**src/ovs_pkg.sv**
```systemverilog
// Shared constants, types and coefficient table of the 4x polyphase oversampler.
package ovs_pkg;

  localparam int RATIO       = 4;
  localparam int PHASE_TAPS  = 16;
  localparam int SAMPLE_BITS = 24;

  localparam int PROTO_LEN   = 64;
  localparam int COEF_BITS   = 16;
  localparam int COEF_FRAC   = 16;
  localparam int LINE_LEN    = RATIO * PHASE_TAPS;
  localparam int RAM_DEPTH   = LINE_LEN + PHASE_TAPS;
  localparam int ADDR_BITS   = $clog2(RAM_DEPTH);
  localparam int PH_BITS     = $clog2(RATIO);
  localparam int TAP_BITS    = $clog2(PHASE_TAPS);
  localparam int CIDX_BITS   = $clog2(LINE_LEN);
  localparam int PIDX_BITS   = $clog2(PROTO_LEN);
  localparam int SCOEF_BITS  = COEF_BITS + $clog2(RATIO) + 1;
  localparam int PROD_BITS   = SAMPLE_BITS + SCOEF_BITS;
  localparam int ACC_BITS    = PROD_BITS + $clog2(LINE_LEN);

  localparam logic ACT_INTERP = 1'b0;
  localparam logic ACT_DECIM  = 1'b1;

  typedef logic signed [COEF_BITS-1:0] coef_t;

  localparam coef_t PROTO_Q [PROTO_LEN] = '{
    -16'sd7,     16'sd20,     -16'sd46,    16'sd85,
    -16'sd144,   16'sd223,    -16'sd321,   16'sd439,
    -16'sd570,   16'sd708,    -16'sd845,   16'sd963,
    -16'sd1055,  16'sd1101,   -16'sd1094,  16'sd1029,
    -16'sd891,   16'sd682,    -16'sd400,   16'sd46,
    16'sd354,    -16'sd839,   16'sd1376,   -16'sd1960,
    16'sd2582,   -16'sd3244,  16'sd3932,   -16'sd4640,
    16'sd5354,   -16'sd6075,  16'sd6790,   -16'sd7491,
    16'sd8179,   -16'sd8841,  16'sd9483,   -16'sd10093,
    16'sd10676,  -16'sd11226, 16'sd11744,  -16'sd12229,
    16'sd12681,  -16'sd13101, 16'sd13487,  -16'sd13841,
    16'sd14169,  -16'sd14464, 16'sd14732,  -16'sd14975,
    16'sd15191,  -16'sd15388, 16'sd15565,  -16'sd15722,
    16'sd15860,  -16'sd15984, 16'sd16096,  -16'sd16194,
    16'sd16286,  -16'sd16364, 16'sd16437,  -16'sd16502,
    16'sd16561,  -16'sd16614, 16'sd16666,  -16'sd16712
  };

  typedef struct packed {
    logic                          action;
    logic signed [SAMPLE_BITS-1:0] sample_in;
    logic signed [SAMPLE_BITS-1:0] over_0;
    logic signed [SAMPLE_BITS-1:0] over_1;
    logic signed [SAMPLE_BITS-1:0] over_2;
    logic signed [SAMPLE_BITS-1:0] over_3;
  } in_item_t;

  typedef struct packed {
    logic signed [SAMPLE_BITS-1:0] sample_out;
    logic                          last;
  } out_item_t;

  typedef enum logic [1:0] {
    ST_IDLE,
    ST_WRITE,
    ST_READ,
    ST_EMIT
  } ovs_state_t;

  typedef struct packed {
    logic                          en;
    logic [ADDR_BITS-1:0]          addr;
    logic signed [SAMPLE_BITS-1:0] data;
  } ram_wr_t;

  typedef struct packed {
    logic                 en;
    logic [ADDR_BITS-1:0] addr;
  } ram_rd_t;

  typedef struct packed {
    logic vld;
    logic first;
    logic last;
  } mac_flags_t;

  typedef struct packed {
    mac_flags_t           flags;
    logic                 scale;
    logic [CIDX_BITS-1:0] cidx;
  } mac_op_t;

  typedef struct packed {
    logic load;
    logic last;
  } emit_t;

  // prototype coefficient, zero past the table
  function automatic coef_t proto_coef(input logic [CIDX_BITS-1:0] idx);
    logic [PIDX_BITS-1:0] i;
    i = PIDX_BITS'(idx);
    if (32'(idx) < PROTO_LEN) begin
      return PROTO_Q[i];
    end
    return '0;
  endfunction

endpackage

```
**src/polyphase_oversampler_4x.sv**
```systemverilog
// Top level of the 4x polyphase oversampler: sequencer, delay-line memory, MAC, output register.
//
// Input channel in_valid/in_stall/in_data carries one transaction per item: action 0
// interpolates sample_in into four results, action 1 decimates over_0..over_3 into one.
// Results leave on out_valid/out_stall/out_data; last marks the final result of an item.
// All delay-line samples sit in one single-port memory; one multiplier handles one tap
// a cycle, so an item costs one memory write per sample plus one read per tap.
// Interpolate: 1 write, then per result 16 reads that pass through the MAC pipeline.
// Decimate: 4 writes, then 64 reads that pass through the MAC pipeline into one result.
// Receiver stalls delay the hand-off of results.
// A new transaction is accepted once the last result has moved into the output
// register, even while that result is still stalled there.
// A stalled output register holds its result; the sequencer then waits before loading
// the next result of the same item.
// Synchronous reset (rst_n low) clears all delay lines to zero at once through valid
// flags, zeroes both line positions and empties the output register; no clearing pass.
module polyphase_oversampler_4x
  import ovs_pkg::*;
(
  input  logic      clk,
  input  logic      rst_n,
  input  logic      in_valid,
  output logic      in_stall,
  input  in_item_t  in_data,
  output logic      out_valid,
  input  logic      out_stall,
  output out_item_t out_data
);

  ram_wr_t                       ram_wr;
  ram_rd_t                       ram_rd;
  mac_op_t                       mac_op;
  emit_t                         emit;
  logic                          mac_done;
  logic signed [SAMPLE_BITS-1:0] rd_data;
  logic signed [SAMPLE_BITS-1:0] mac_result;
  logic                          out_free;
  logic                          out_valid_r, out_valid_nxt;
  out_item_t                     out_data_r, out_data_nxt;

  assign out_free = !out_valid_r || !out_stall;

  ovs_ctrl u_ctrl (
    .clk      (clk),
    .rst_n    (rst_n),
    .in_valid (in_valid),
    .in_data  (in_data),
    .in_stall (in_stall),
    .out_free (out_free),
    .mac_done (mac_done),
    .ram_wr   (ram_wr),
    .ram_rd   (ram_rd),
    .mac_op   (mac_op),
    .emit     (emit)
  );

  ovs_ram u_ram (
    .clk     (clk),
    .rst_n   (rst_n),
    .wr      (ram_wr),
    .rd      (ram_rd),
    .rd_data (rd_data)
  );

  ovs_mac u_mac (
    .clk     (clk),
    .rst_n   (rst_n),
    .op      (mac_op),
    .rd_data (rd_data),
    .take    (emit.load),
    .done    (mac_done),
    .result  (mac_result)
  );

  always_comb begin
    out_valid_nxt = out_valid_r;
    out_data_nxt  = out_data_r;
    if (emit.load) begin
      out_valid_nxt         = 1'b1;
      out_data_nxt.sample_out = mac_result;
      out_data_nxt.last     = emit.last;
    end else if (!out_stall) begin
      out_valid_nxt = 1'b0;
    end
  end

  always_ff @(posedge clk) begin
    out_data_r <= out_data_nxt;
  end

  always_ff @(posedge clk) begin
    if (!rst_n) begin
      out_valid_r <= 1'b0;
    end else begin
      out_valid_r <= out_valid_nxt;
    end
  end

  assign out_valid = out_valid_r;
  assign out_data  = out_data_r;

endmodule

```
**src/ovs_ram.sv**
```systemverilog
// Delay-line memory: decimation phase lines followed by the interpolation line.
module ovs_ram
  import ovs_pkg::*;
(
  input  logic                          clk,
  input  logic                          rst_n,
  input  ram_wr_t                       wr,
  input  ram_rd_t                       rd,
  output logic signed [SAMPLE_BITS-1:0] rd_data
);

  logic signed [SAMPLE_BITS-1:0] mem [RAM_DEPTH];
  logic [RAM_DEPTH-1:0]          valid_r;
  logic [RAM_DEPTH-1:0]          valid_nxt;
  logic signed [SAMPLE_BITS-1:0] rd_data_r;
  logic                          rd_vld_r;

  always_ff @(posedge clk) begin
    if (wr.en) begin
      mem[wr.addr] <= wr.data;
    end
    if (rd.en) begin
      rd_data_r <= mem[rd.addr];
    end
  end

  always_comb begin
    valid_nxt = valid_r;
    if (wr.en) begin
      valid_nxt[wr.addr] = 1'b1;
    end
  end

  always_ff @(posedge clk) begin
    if (!rst_n) begin
      valid_r  <= '0;
      rd_vld_r <= 1'b0;
    end else begin
      valid_r <= valid_nxt;
      if (rd.en) begin
        rd_vld_r <= valid_r[rd.addr];
      end
    end
  end

  // unwritten entries read as zero
  assign rd_data = rd_vld_r ? rd_data_r : '0;

endmodule

```
**src/ovs_mac.sv**
```systemverilog
// Multiply-accumulate pipeline with round-half-up and saturation to the sample range.
module ovs_mac
  import ovs_pkg::*;
(
  input  logic                          clk,
  input  logic                          rst_n,
  input  mac_op_t                       op,
  input  logic signed [SAMPLE_BITS-1:0] rd_data,
  input  logic                          take,
  output logic                          done,
  output logic signed [SAMPLE_BITS-1:0] result
);

  localparam int QB = ACC_BITS + 1 - COEF_FRAC;
  localparam logic signed [SCOEF_BITS-1:0] RATIO_S = SCOEF_BITS'(RATIO);
  localparam logic signed [ACC_BITS:0] RND_HALF = (ACC_BITS + 1)'(1) << (COEF_FRAC - 1);
  localparam logic signed [QB-1:0] Q_HI = {{(QB - SAMPLE_BITS + 1){1'b0}},
                                           {(SAMPLE_BITS - 1){1'b1}}};
  localparam logic signed [QB-1:0] Q_LO = {{(QB - SAMPLE_BITS + 1){1'b1}},
                                           {(SAMPLE_BITS - 1){1'b0}}};

  mac_flags_t                    fl_s1_r, fl_s2_r;
  logic signed [SCOEF_BITS-1:0]  coef_s1_r, coef_s1_nxt;
  logic signed [PROD_BITS-1:0]   prod_r, prod_nxt;
  logic signed [ACC_BITS-1:0]    acc_r, acc_nxt;
  logic                          done_r, done_nxt;
  logic signed [ACC_BITS:0]      rnd;
  logic signed [QB-1:0]          q;

  always_comb begin
    coef_s1_nxt = SCOEF_BITS'(proto_coef(op.cidx));
    if (op.scale) begin
      coef_s1_nxt = coef_s1_nxt * RATIO_S;
    end
    prod_nxt = rd_data * coef_s1_r;
    acc_nxt  = acc_r;
    if (fl_s2_r.vld) begin
      acc_nxt = fl_s2_r.first ? ACC_BITS'(prod_r) : acc_r + ACC_BITS'(prod_r);
    end
    done_nxt = done_r;
    if (take) begin
      done_nxt = 1'b0;
    end else if (fl_s2_r.vld && fl_s2_r.last) begin
      done_nxt = 1'b1;
    end
  end

  always_ff @(posedge clk) begin
    coef_s1_r <= coef_s1_nxt;
    prod_r    <= prod_nxt;
    acc_r     <= acc_nxt;
  end

  always_ff @(posedge clk) begin
    if (!rst_n) begin
      fl_s1_r <= '0;
      fl_s2_r <= '0;
      done_r  <= 1'b0;
    end else begin
      fl_s1_r <= op.flags;
      fl_s2_r <= fl_s1_r;
      done_r  <= done_nxt;
    end
  end

  always_comb begin
    rnd = (ACC_BITS + 1)'(acc_r) + RND_HALF;
    q   = QB'(rnd >>> COEF_FRAC);
    if (q > Q_HI) begin
      result = SAMPLE_BITS'(Q_HI);
    end else if (q < Q_LO) begin
      result = SAMPLE_BITS'(Q_LO);
    end else begin
      result = SAMPLE_BITS'(q);
    end
  end

  assign done = done_r;

endmodule

```
**src/ovs_ctrl.sv**
```systemverilog
// Sequencer: sample writes, tap reads, result hand-off and delay-line positions.
module ovs_ctrl
  import ovs_pkg::*;
(
  input  logic     clk,
  input  logic     rst_n,
  input  logic     in_valid,
  input  in_item_t in_data,
  output logic     in_stall,
  input  logic     out_free,
  input  logic     mac_done,
  output ram_wr_t  ram_wr,
  output ram_rd_t  ram_rd,
  output mac_op_t  mac_op,
  output emit_t    emit
);

  localparam logic [PH_BITS-1:0]  PH_LAST  = PH_BITS'(RATIO - 1);
  localparam logic [TAP_BITS-1:0] TAP_LAST = TAP_BITS'(PHASE_TAPS - 1);

  ovs_state_t          state_r, state_nxt;
  in_item_t            item_r, item_nxt;
  logic [PH_BITS-1:0]  ph_r, ph_nxt;
  logic [TAP_BITS-1:0] tap_r, tap_nxt;
  logic [TAP_BITS-1:0] ipos_r, ipos_nxt;
  logic [TAP_BITS-1:0] dpos_r, dpos_nxt;
  logic                interp;
  logic [TAP_BITS-1:0] pos;
  logic [TAP_BITS:0]   slot_sum;
  logic [TAP_BITS-1:0] slot;
  logic [ADDR_BITS-1:0] phase_base;
  logic signed [SAMPLE_BITS-1:0] over_sel;
  logic                go;

  assign interp     = (item_r.action == ACT_INTERP);
  assign pos        = interp ? ipos_r : dpos_r;
  assign phase_base = ADDR_BITS'(ph_r) * ADDR_BITS'(PHASE_TAPS);
  assign go         = mac_done && out_free;

  always_comb begin
    slot_sum = (TAP_BITS + 1)'(pos) + (TAP_BITS + 1)'(tap_r);
    if (slot_sum >= (TAP_BITS + 1)'(PHASE_TAPS)) begin
      slot_sum = slot_sum - (TAP_BITS + 1)'(PHASE_TAPS);
    end
    slot = slot_sum[TAP_BITS-1:0];
  end

  always_comb begin
    case (ph_r)
      PH_BITS'(0): over_sel = item_r.over_0;
      PH_BITS'(1): over_sel = item_r.over_1;
      PH_BITS'(2): over_sel = item_r.over_2;
      PH_BITS'(3): over_sel = item_r.over_3;
      default:     over_sel = '0;
    endcase
  end

  // next state
  always_comb begin
    state_nxt = state_r;
    case (state_r)
      ST_IDLE: begin
        if (in_valid) begin
          state_nxt = ST_WRITE;
        end
      end
      ST_WRITE: begin
        if (interp || ph_r == PH_LAST) begin
          state_nxt = ST_READ;
        end
      end
      ST_READ: begin
        if (tap_r == TAP_LAST && (interp || ph_r == PH_LAST)) begin
          state_nxt = ST_EMIT;
        end
      end
      ST_EMIT: begin
        if (go) begin
          state_nxt = (interp && ph_r != PH_LAST) ? ST_READ : ST_IDLE;
        end
      end
      default: state_nxt = ST_IDLE;
    endcase
  end

  // outputs
  always_comb begin
    in_stall    = 1'b1;
    ram_wr      = '0;
    ram_rd      = '0;
    mac_op      = '0;
    emit        = '0;
    case (state_r)
      ST_IDLE: begin
        in_stall = 1'b0;
      end
      ST_WRITE: begin
        ram_wr.en = 1'b1;
        if (interp) begin
          ram_wr.addr = ADDR_BITS'(LINE_LEN) + ADDR_BITS'(ipos_r);
          ram_wr.data = item_r.sample_in;
        end else begin
          ram_wr.addr = phase_base + ADDR_BITS'(dpos_r);
          ram_wr.data = over_sel;
        end
      end
      ST_READ: begin
        ram_rd.en = 1'b1;
        if (interp) begin
          ram_rd.addr        = ADDR_BITS'(LINE_LEN) + ADDR_BITS'(slot);
          mac_op.flags.first = (tap_r == '0);
          mac_op.flags.last  = (tap_r == TAP_LAST);
        end else begin
          ram_rd.addr        = phase_base + ADDR_BITS'(slot);
          mac_op.flags.first = (tap_r == '0) && (ph_r == '0);
          mac_op.flags.last  = (tap_r == TAP_LAST) && (ph_r == PH_LAST);
        end
        mac_op.flags.vld = 1'b1;
        mac_op.scale     = interp;
        mac_op.cidx      = CIDX_BITS'(tap_r) * CIDX_BITS'(RATIO) + CIDX_BITS'(ph_r);
      end
      ST_EMIT: begin
        emit.load = go;
        emit.last = !interp || ph_r == PH_LAST;
      end
      default: begin
        in_stall = 1'b1;
      end
    endcase
  end

  // counters and positions
  always_comb begin
    item_nxt = item_r;
    ph_nxt   = ph_r;
    tap_nxt  = tap_r;
    ipos_nxt = ipos_r;
    dpos_nxt = dpos_r;
    case (state_r)
      ST_IDLE: begin
        if (in_valid) begin
          item_nxt = in_data;
          ph_nxt   = '0;
          tap_nxt  = '0;
        end
      end
      ST_WRITE: begin
        if (!interp) begin
          ph_nxt = (ph_r == PH_LAST) ? '0 : ph_r + 1'b1;
        end
      end
      ST_READ: begin
        if (interp) begin
          tap_nxt = (tap_r == TAP_LAST) ? '0 : tap_r + 1'b1;
        end else if (ph_r == PH_LAST) begin
          ph_nxt  = '0;
          tap_nxt = (tap_r == TAP_LAST) ? '0 : tap_r + 1'b1;
        end else begin
          ph_nxt = ph_r + 1'b1;
        end
      end
      ST_EMIT: begin
        if (go) begin
          if (interp) begin
            if (ph_r != PH_LAST) begin
              ph_nxt = ph_r + 1'b1;
            end else begin
              ph_nxt   = '0;
              ipos_nxt = (ipos_r == '0) ? TAP_LAST : ipos_r - 1'b1;
            end
          end else begin
            dpos_nxt = (dpos_r == '0) ? TAP_LAST : dpos_r - 1'b1;
          end
        end
      end
      default: begin
        ph_nxt = '0;
      end
    endcase
  end

  always_ff @(posedge clk) begin
    item_r <= item_nxt;
  end

  always_ff @(posedge clk) begin
    if (!rst_n) begin
      state_r <= ST_IDLE;
      ph_r    <= '0;
      tap_r   <= '0;
      ipos_r  <= '0;
      dpos_r  <= '0;
    end else begin
      state_r <= state_nxt;
      ph_r    <= ph_nxt;
      tap_r   <= tap_nxt;
      ipos_r  <= ipos_nxt;
      dpos_r  <= dpos_nxt;
    end
  end

  a_no_wr_rd_overlap: assert property (@(posedge clk) disable iff (!rst_n)
    !(ram_wr.en && ram_rd.en))
    else $error("memory write and read in the same cycle");

  a_done_only_in_emit: assert property (@(posedge clk) disable iff (!rst_n)
    $rose(mac_done) |-> state_r == ST_EMIT)
    else $error("accumulation finished outside the emit state");

  a_emit_needs_done: assert property (@(posedge clk) disable iff (!rst_n)
    emit.load |=> !mac_done)
    else $error("result done flag not cleared after hand-off");

  a_pos_step: assert property (@(posedge clk) disable iff (!rst_n)
    (state_r == ST_IDLE && in_valid) |=> $stable(ipos_r) && $stable(dpos_r))
    else $error("delay-line position moved at transaction start");

endmodule
```
**config.mk**
```make
export PLATFORM = sky130hd
export DESIGN_NAME = polyphase_oversampler_4x
export DESIGN_NICKNAME = d
export VERILOG_FILES = /design/src/ovs_pkg.sv /design/src/polyphase_oversampler_4x.sv /design/src/ovs_ram.sv /design/src/ovs_mac.sv /design/src/ovs_ctrl.sv
export SDC_FILE = /design/constraint.sdc
export NUM_CORES = 2
export LEC_CHECK = 0
export ABC_CLOCK_PERIOD_IN_PS = 7200
export CORE_MARGIN = 4
export CORE_UTILIZATION = 58
export CTS_CLUSTER_DIAMETER = 50
export DETAILED_ROUTE_END_ITERATION = 7
export DONT_BUFFER_PORTS = 1
export PLACE_DENSITY = 0.8
export SKIP_CTS_REPAIR_TIMING = 1
export SYNTH_ARGS = -nofsm -noshare
export SYNTH_HDL_FRONTEND = slang
export SYNTH_SLANG_ARGS = --single-unit
```
**constraint.sdc**
```tcl
create_clock -name clk -period 7.2 [get_ports clk]
set_input_delay 0.36 -clock clk [delete_from_list [all_inputs] [get_ports clk]]
set_output_delay 0.36 -clock clk [all_outputs]
set_load 0.02 [all_outputs]
```
**After elaboration in Yosys (flattened, before gate mapping)**

Memories as Yosys holds them, arrays and structs flattened. A register that Yosys moved wholly into a read port is not among the register bits.
Index checks and enable logic that the tools add are counted.

- Multipliers: 1
- Eq/ne operators: 16
- Reduce and logical (&&, ||, !) cells: 27
- Bitwise logic cells: 5
- Add/sub/neg operators: 13
- Magnitude comparators: 7
- Mux-type cells: 45

Operators with widths:

| cell | number |
|---|---|
| one-hot mux 24 bit (4 select lines) | 1 |
| bitwise OR 80 bit | 1 |
| adder 49 x 17 -> 50 bit, second input constant | 1 |
| adder 49 x 43 -> 49 bit | 1 |
| two-way mux 49 bit | 1 |
| two-way mux 24 bit | 2 |
| multiplier 24 x 18 -> 42 bit | 1 |
| greater-than comparator 34 x 24 -> 1 bit, second input constant | 1 |
| less-than comparator 34 x 24 -> 1 bit, second input constant | 1 |
| two-way mux 16 bit | 2 |
| two-way mux 32 bit | 1 |
| two-way mux 4 bit | 8 |
| two-way mux 31 bit | 1 |
| two-way mux 2 bit | 13 |
| two-way mux 17 bit | 1 |
| less-than comparator 7 x 8 -> 1 bit, second input constant | 2 |
| adder 6 x 4 -> 7 bit | 2 |
| adder 7 x 4 -> 7 bit, first input constant | 2 |
| zero test 4 bit | 3 |
| AND reduction 4 bit | 3 |
| subtractor 4 x 1 -> 4 bit, second input constant | 3 |
| two-way mux 10 bit | 1 |
| != test 2 x 1 -> 1 bit, second input constant | 5 |
| equality test 2 bit, second input constant | 4 |
| 29 further kinds | 53 |

- Memories kept: 2
- ROM bits: 1024
- Bits of input ports: 125
- Flip-flop bits (word level): 361
- Bits in writable memories: 1920
- Word-level logic and storage cells: 143

Memories:

| memory | depth | width | read ports | clocked after memory_dff | write ports | RTL line | source |
|---|---|---|---|---|---|---|---|
| u_ram.mem | 80 | 24 | 1 | 1 | 1 | ovs_ram.sv:12 | `logic signed [SAMPLE_BITS-1:0] mem [RAM_DEPTH];` |
| (no name shown) | 64 | 16 | 1 | 0 | 0 | ovs_pkg.sv:100 | `return PROTO_Q[i];` |

**Depth between registers and ports, before layout**

- Word-level depth: 9
- Mapped depth: 26
- Mapped depth without buffers: 24

**By module**

Synthesis repeated with hierarchy kept, for this count alone.

- Cell total of the unflattened synthesis: 6655
- Area total of the unflattened synthesis: 107614.5 sq um

Modules (own cells, without submodules):

| module | area an instance (sq um) | cells each | times used |
|---|---|---|---|
| ovs_ram | 77056.4 | 3433 | 1 |
| ovs_mac | 23736.5 | 2744 | 1 |
| ovs_ctrl | 6035.8 | 449 | 1 |
| polyphase_oversampler_4x | 785.8 | 29 | 1 |

**Least setup slack after synthesis**

OpenSTA, ideal clock, no wires.

- Path kind: reg2reg
- Start: register u_ram.rd_vld_r
- End: register u_mac.prod_r[41]
- Setup slack: 0.527 ns
- Clock period less this slack: 6.673 ns
- Setup time: 0.132 ns
- Stages on the path, launching flop included: 25
- Arrival time: 6.541 ns
- Cells stage by stage: dfxtp_1 -> clkbuf_1 -> clkbuf_1 -> and2_1 -> clkbuf_1 -> nand2_1 -> fa_1 -> inv_1 -> fa_1 -> fa_1 -> fa_1 -> fa_1 -> inv_1 -> fa_1 -> inv_1 -> ha_1 -> and3_1 -> and2_1 -> and4_1 -> and4_1 -> o211ai_1 -> nand4_1 -> a31oi_1 -> a21oi_1 -> or3b_2

- Cells in the longest elaborated chain, start to end: 2

Ends and longest elaborated chain:

| element | RTL line | source |
|---|---|---|
| start: declaration | ovs_ram.sv:16 | `logic rd_vld_r;` |
| start signal: assignment | ovs_ram.sv:41 | `rd_vld_r <= valid_r[rd.addr];` |
| two-way mux 24 bit | ovs_ram.sv:47 | `assign rd_data = rd_vld_r ? rd_data_r : '0;` |
| multiplier 24 x 18 -> 42 bit | ovs_mac.sv:35 | `prod_nxt = rd_data * coef_s1_r;` |
| net u_mac.prod_nxt[41] | ovs_mac.sv:24 | `logic signed [PROD_BITS-1:0] prod_r, prod_nxt;` |
| end signal: assignment | ovs_mac.sv:50 | `prod_r <= prod_nxt;` |
| end: declaration | ovs_mac.sv:24 |  |

The timed path passes the listed nets, and every way through them passes these cells.
A chain may end at the register's enable or synchronous reset.

**Worst setup path after layout**

- Start: register u_ram.rd_data_r[2], read port of u_ram.mem
- End: register u_mac.prod_r[41]

- Cells in the longest elaborated chain, start to end: 2

Ends and longest elaborated chain:

| element | RTL line | source |
|---|---|---|
| start: declaration | ovs_ram.sv:15 | `logic signed [SAMPLE_BITS-1:0] rd_data_r;` |
| two-way mux 24 bit | ovs_ram.sv:47 |  |
| multiplier 24 x 18 -> 42 bit | ovs_mac.sv:35 |  |
| net u_mac.prod_nxt[41] | ovs_mac.sv:24 |  |

The timed path passes the listed nets, and every way through them passes these cells.

==> impl_summary.txt <==
----------------------------------------------------
[Routing]
  Routed length per placed instance ... 29.4 um
  Routed via count ... 70,900
  Number of iterations in the first detailed-routing pass ... 7
  Violation count after the first detailed-route iteration ... 11,400
  Residual DRC count ... 0
  Aggregate routed wire length ... 308 mm
  Vias per cell ... 6.76
  Remaining number of nets flagged by the antenna check after routing ... 0

[Pwr]
  Switching power total ... 19.1 mW
  Design internal power ... 32.0 mW
  Static power due to leakage ... 42.2 nW
  Proportion of power drawn by flip-flops and latches ... 0.328
  Fraction of power spent switching nets ... 0.374
  Power density over the cells ... 421 nW/um^2
  Share of total power in the clock network ... 0.229
  Part of the power in combinational logic ... 0.443
  Worst ir drop on vdd ... 926 uV

[Flow run]
  Number of max-cap violations ... 0

[Logic synthesis]
  Synth cell types ... 79
  Number of cells produced by synthesis ... 7,635
  Seq/Total Area, Yosys ... 0.621
  Cell types occupying the most area after synthesis ... edfxtp_1, fa_1, mux4_2, dfxtp_1, o21ai_0
  Synth Area per Inst ... 14.2 sq um
  Synthesized flop and latch total ... 2,304
  Most area-hungry cell type in the Yosys netlist ... edfxtp_1
  Number of nets produced by synthesis ... 8,372
  Async S/R FF share, synth ... 0
  Cell area after synthesis ... 109,000 sq um
  Commonest register cell after synthesis ... edfxtp_1
  EDFF count, synth ... 2,139
  Total of warnings raised by yosys ... 0
  Fraction of synthesized cell area taken by the top area cell type ... 0.591

[Critical path]
  Data required time at the worst endpoint ... 7.90 ns
  Critical path fanouts, max ... 10
  Critical setup path kind ... flip-flop to flip-flop
  CP endpoint kind ... flip-flop
  Reg2reg end ... u_mac.prod_r[41]
  Register-to-register setup slack ... 0.21 ns
  Critical R2R Launch ... u_ram.rd_data_r[2]
  Depth of the worst register-to-register path ... 21
  Data arrival at the endpoint of the critical path ... 7.69 ns
  Startpoint type of the worst setup path ... flip-flop

[Timing]
  Minimum clock period after layout ... 6.99 ns
  Final Hold Viols ... 0
  Maximum clock frequency ... 143 MHz
  Portion of the clock cycle consumed by the worst path in the final layout ... 0.971
  Number of failing setup endpoints in the final timing report ... 0
  Rel. slew slack ... 0.0123
  Final hold slack ... 0.0988 ns
  Slew at the pin with the worst max-slew slack ... 1.48 ns
  Max-slew violation count ... 0
  Final clock skew ... 0.0713 ns

[Floorplan]
  Row cnt ... 158
  Std-Cell Core Area ... 186,000 sq um
  Die outline height ... 441 um
  Floorplan die width ... 441 um
  Die ar. ... 194,000 sq um
  Effective utilization at floorplan ... 0.585
  Number of ports placed on the die boundary ... 152

[Place]
  HPWL Detailed ... 183 mm
  Final RePlAce weighted congestion ... 0.919
  Number of port buffers ... 0

[Clock tree]
  CTS root buffer ... clkbuf_16
  Clock tree sinks ... 2,304
  Clock Latency Late Sink ... 0.89 ns
  TritonCTS clock tree ... built
  TritonCTS buffer count ... 215
  CTS H-Tree Depth ... 4
  Clock Path Buffers ... 3
  Clk slew on worst S/H paths ... 0.08 ns

[Min path]
  Min-Delay Startpoint ... in_data[72]
  End point of the most critical hold path ... u_ctrl.item_r[72]
  Cell depth of the worst min-delay path ... 1
  Hold Crit Class ... input pin to flip-flop

[Global routing]
  GRT busiest layer ... met2
  Gr ovfl total ... 0
  Via count of the first global-routing pass ... 70,200
  Pin count of the biggest net entering global routing ... 206
  All-Layer GR Usage ... 0.306
  Global-route wire length before repair ... 443 mm
  Number of antenna violations at the first check in global routing ... 25
  Met3 usage ... 0.0780
  Global Route met2 Usage ... 0.491
  Met1 track demand over resource ... 0.398

[Final layout]
  Filler instances ... 12,100
  Final net count ... 8,547
  Fraction of the core area covered by cells at the end of the flow ... 0.654
  Fraction of final layout cells with drive strength greater than 1 ... 0.136
  Area added between synthesis and finish ... 11.8%

[Run status]
  Status ... complete, no violations

----------------------------------------------------
[worst max-delay path by stage]
stage | end | slack [ns] | from
after CTS | u_mac.prod_r[41] | 0.002 | u_ram.rd_vld_r
final | u_mac.prod_r[41] | 0.21 | u_ram.rd_data_r[2]
after global routing | u_mac.prod_r[41] | -0.02 | u_ram.rd_vld_r
after global placement | u_mac.prod_r[41] | 0.08 | u_ram.rd_vld_r
after floorplan | u_mac.prod_r[41] | 0.53 | u_ram.rd_vld_r
after detailed placement | u_mac.prod_r[41] | 0.05 | u_ram.rd_vld_r
[placed cells by master (no fill, tap or decap), types with 216 or more instances in the layout]
cell,netlist,final
nand2_1,661,657
mux2i_1,232,232
buf_4,8,290
nor2_1,385,303
fa_1,427,426
inv_1,557,556
o21ai_0,611,610
and3_1,246,245
edfxtp_1,2139,2139
o211ai_1,216,216
mux4_2,279,279
[flip-flops by register name (all words and copies together) (netlist names), 2 cells and up]
name,flops
u_ram.mem,1920
u_ctrl.item_r,121
u_ram.valid_r,80
u_mac.acc_r,49
u_mac.prod_r,42
out_data,25
u_ram.rd_data_r,24
u_mac.coef_s1_r,18
u_ctrl.dpos_r,4
u_ctrl.ipos_r,4
u_ctrl.tap_r,4
u_mac.fl_s1_r,3
u_mac.fl_s2_r,3
u_ctrl.ph_r,2
u_ctrl.state_r,2
[metal layers]
layer	share of wire	vias to the layer above
met5	0.00048	-
met4	0.054	16
met3	0.13	1074
met2	0.48	5784
met1	0.34	35300
li1	-	28800
[cell usage after synthesis (all sizes together), types with 8 or more instances]
library cell / count
edfxtp: 2139
nand2: 662
o21ai: 614
inv: 558
fa: 427
nor2: 385
clkbuf: 340
mux4: 279
and3: 246
mux2i: 232
o211ai: 216
ha: 185
dfxtp: 165
a21oi: 146
buf: 137
nand3: 93
a311oi: 80
xnor2: 72
o22ai: 56
o221ai: 54
a211oi: 49
a21o: 49
and2: 42
a31oi: 40
nor2b: 38
o31ai: 33
xor2: 33
nor3: 31
a222oi: 24
nand4: 22
nand3b: 20
nand2b: 18
o21bai: 17
o21a: 13
a221oi: 9
and4: 9
a21boi: 8
or2: 8
[critical path, cell delays in order (launching register included)]
cell and delay [ns]:
edfxtp_1 0.69, and2_1 0.52, nand2_1 0.14, fa_1 0.44, fa_1 0.44, fa_1 0.50, inv_1 0.06, fa_1 0.49
fa_1 0.49, inv_1 0.05, fa_1 0.47, inv_1 0.04, ha_1 0.33, a21o_1 0.20, a21oi_1 0.14, nor2b_1 0.08
nand2b_1 0.16, o211ai_1 0.43, nand4_1 0.31, a31oi_2 0.30, a21oi_1 0.09, or3b_2 0.45
[final cells by class]
cell class / instances / area (sq um) / area share
clock inverters: 144 / 1620 / 0.0133
clock buffers: 259 / 5620 / 0.0462
diodes: 13 / 32.5 / 0.000268
inverters: 561 / 2110 / 0.0173
flip-flops and latches: 2304 / 67500 / 0.556
multi-input cells: 4293 / 37600 / 0.310
repair buffers: 435 / 3820 / 0.0315
well taps: 2480 / 3100 / 0.0255
[power by group through the flow]
stage | sequential, mW | clock, mW | combinational (mW)
2_1_floorplan | 16.9 | 0 | 16.2
3_3_place_gp | 17.0 | 0 | 21.1
3_5_place_dp | 17.0 | 0 | 21.8
4_1_cts | 16.7 | 11.6 | 22.0
5_1_grt | 16.8 | 12.3 | 25.4
6_report | 16.8 | 11.7 | 22.6
[cell families (layout without fill, tap and decap cells)]
kind of cell,after synthesis,in the layout,synth area share
other,0,13,0
AOI/OAI and AO/OA,1454,1454,0.0848
and+or+nand+nor,1605,1605,0.0678
buffers and inverters,1038,1399,0.0377
muxes,516,516,0.0797
xor gates and xnor gates,105,105,0.00846
adders and majority gates,613,613,0.100
DFF,2304,2304,0.621
[metrics by stage]
step	total power [mW]	TNS [ns]	instances	setup slack (ns)	cell area (sq um)
final	51.1	0	10500	0.210	121000
after global routing	54.4	-0.0184	10500	-0.0184	121000
after CTS	50.4	0	10300	0.00159	120000
after detailed placement	38.8	0	9944	0.0500	113000
after global placement	38.1	0	9944	0.0821	113000
after floorplan	33.1	0	7635	0.527	109000
(Power assumes the default switching activity.)
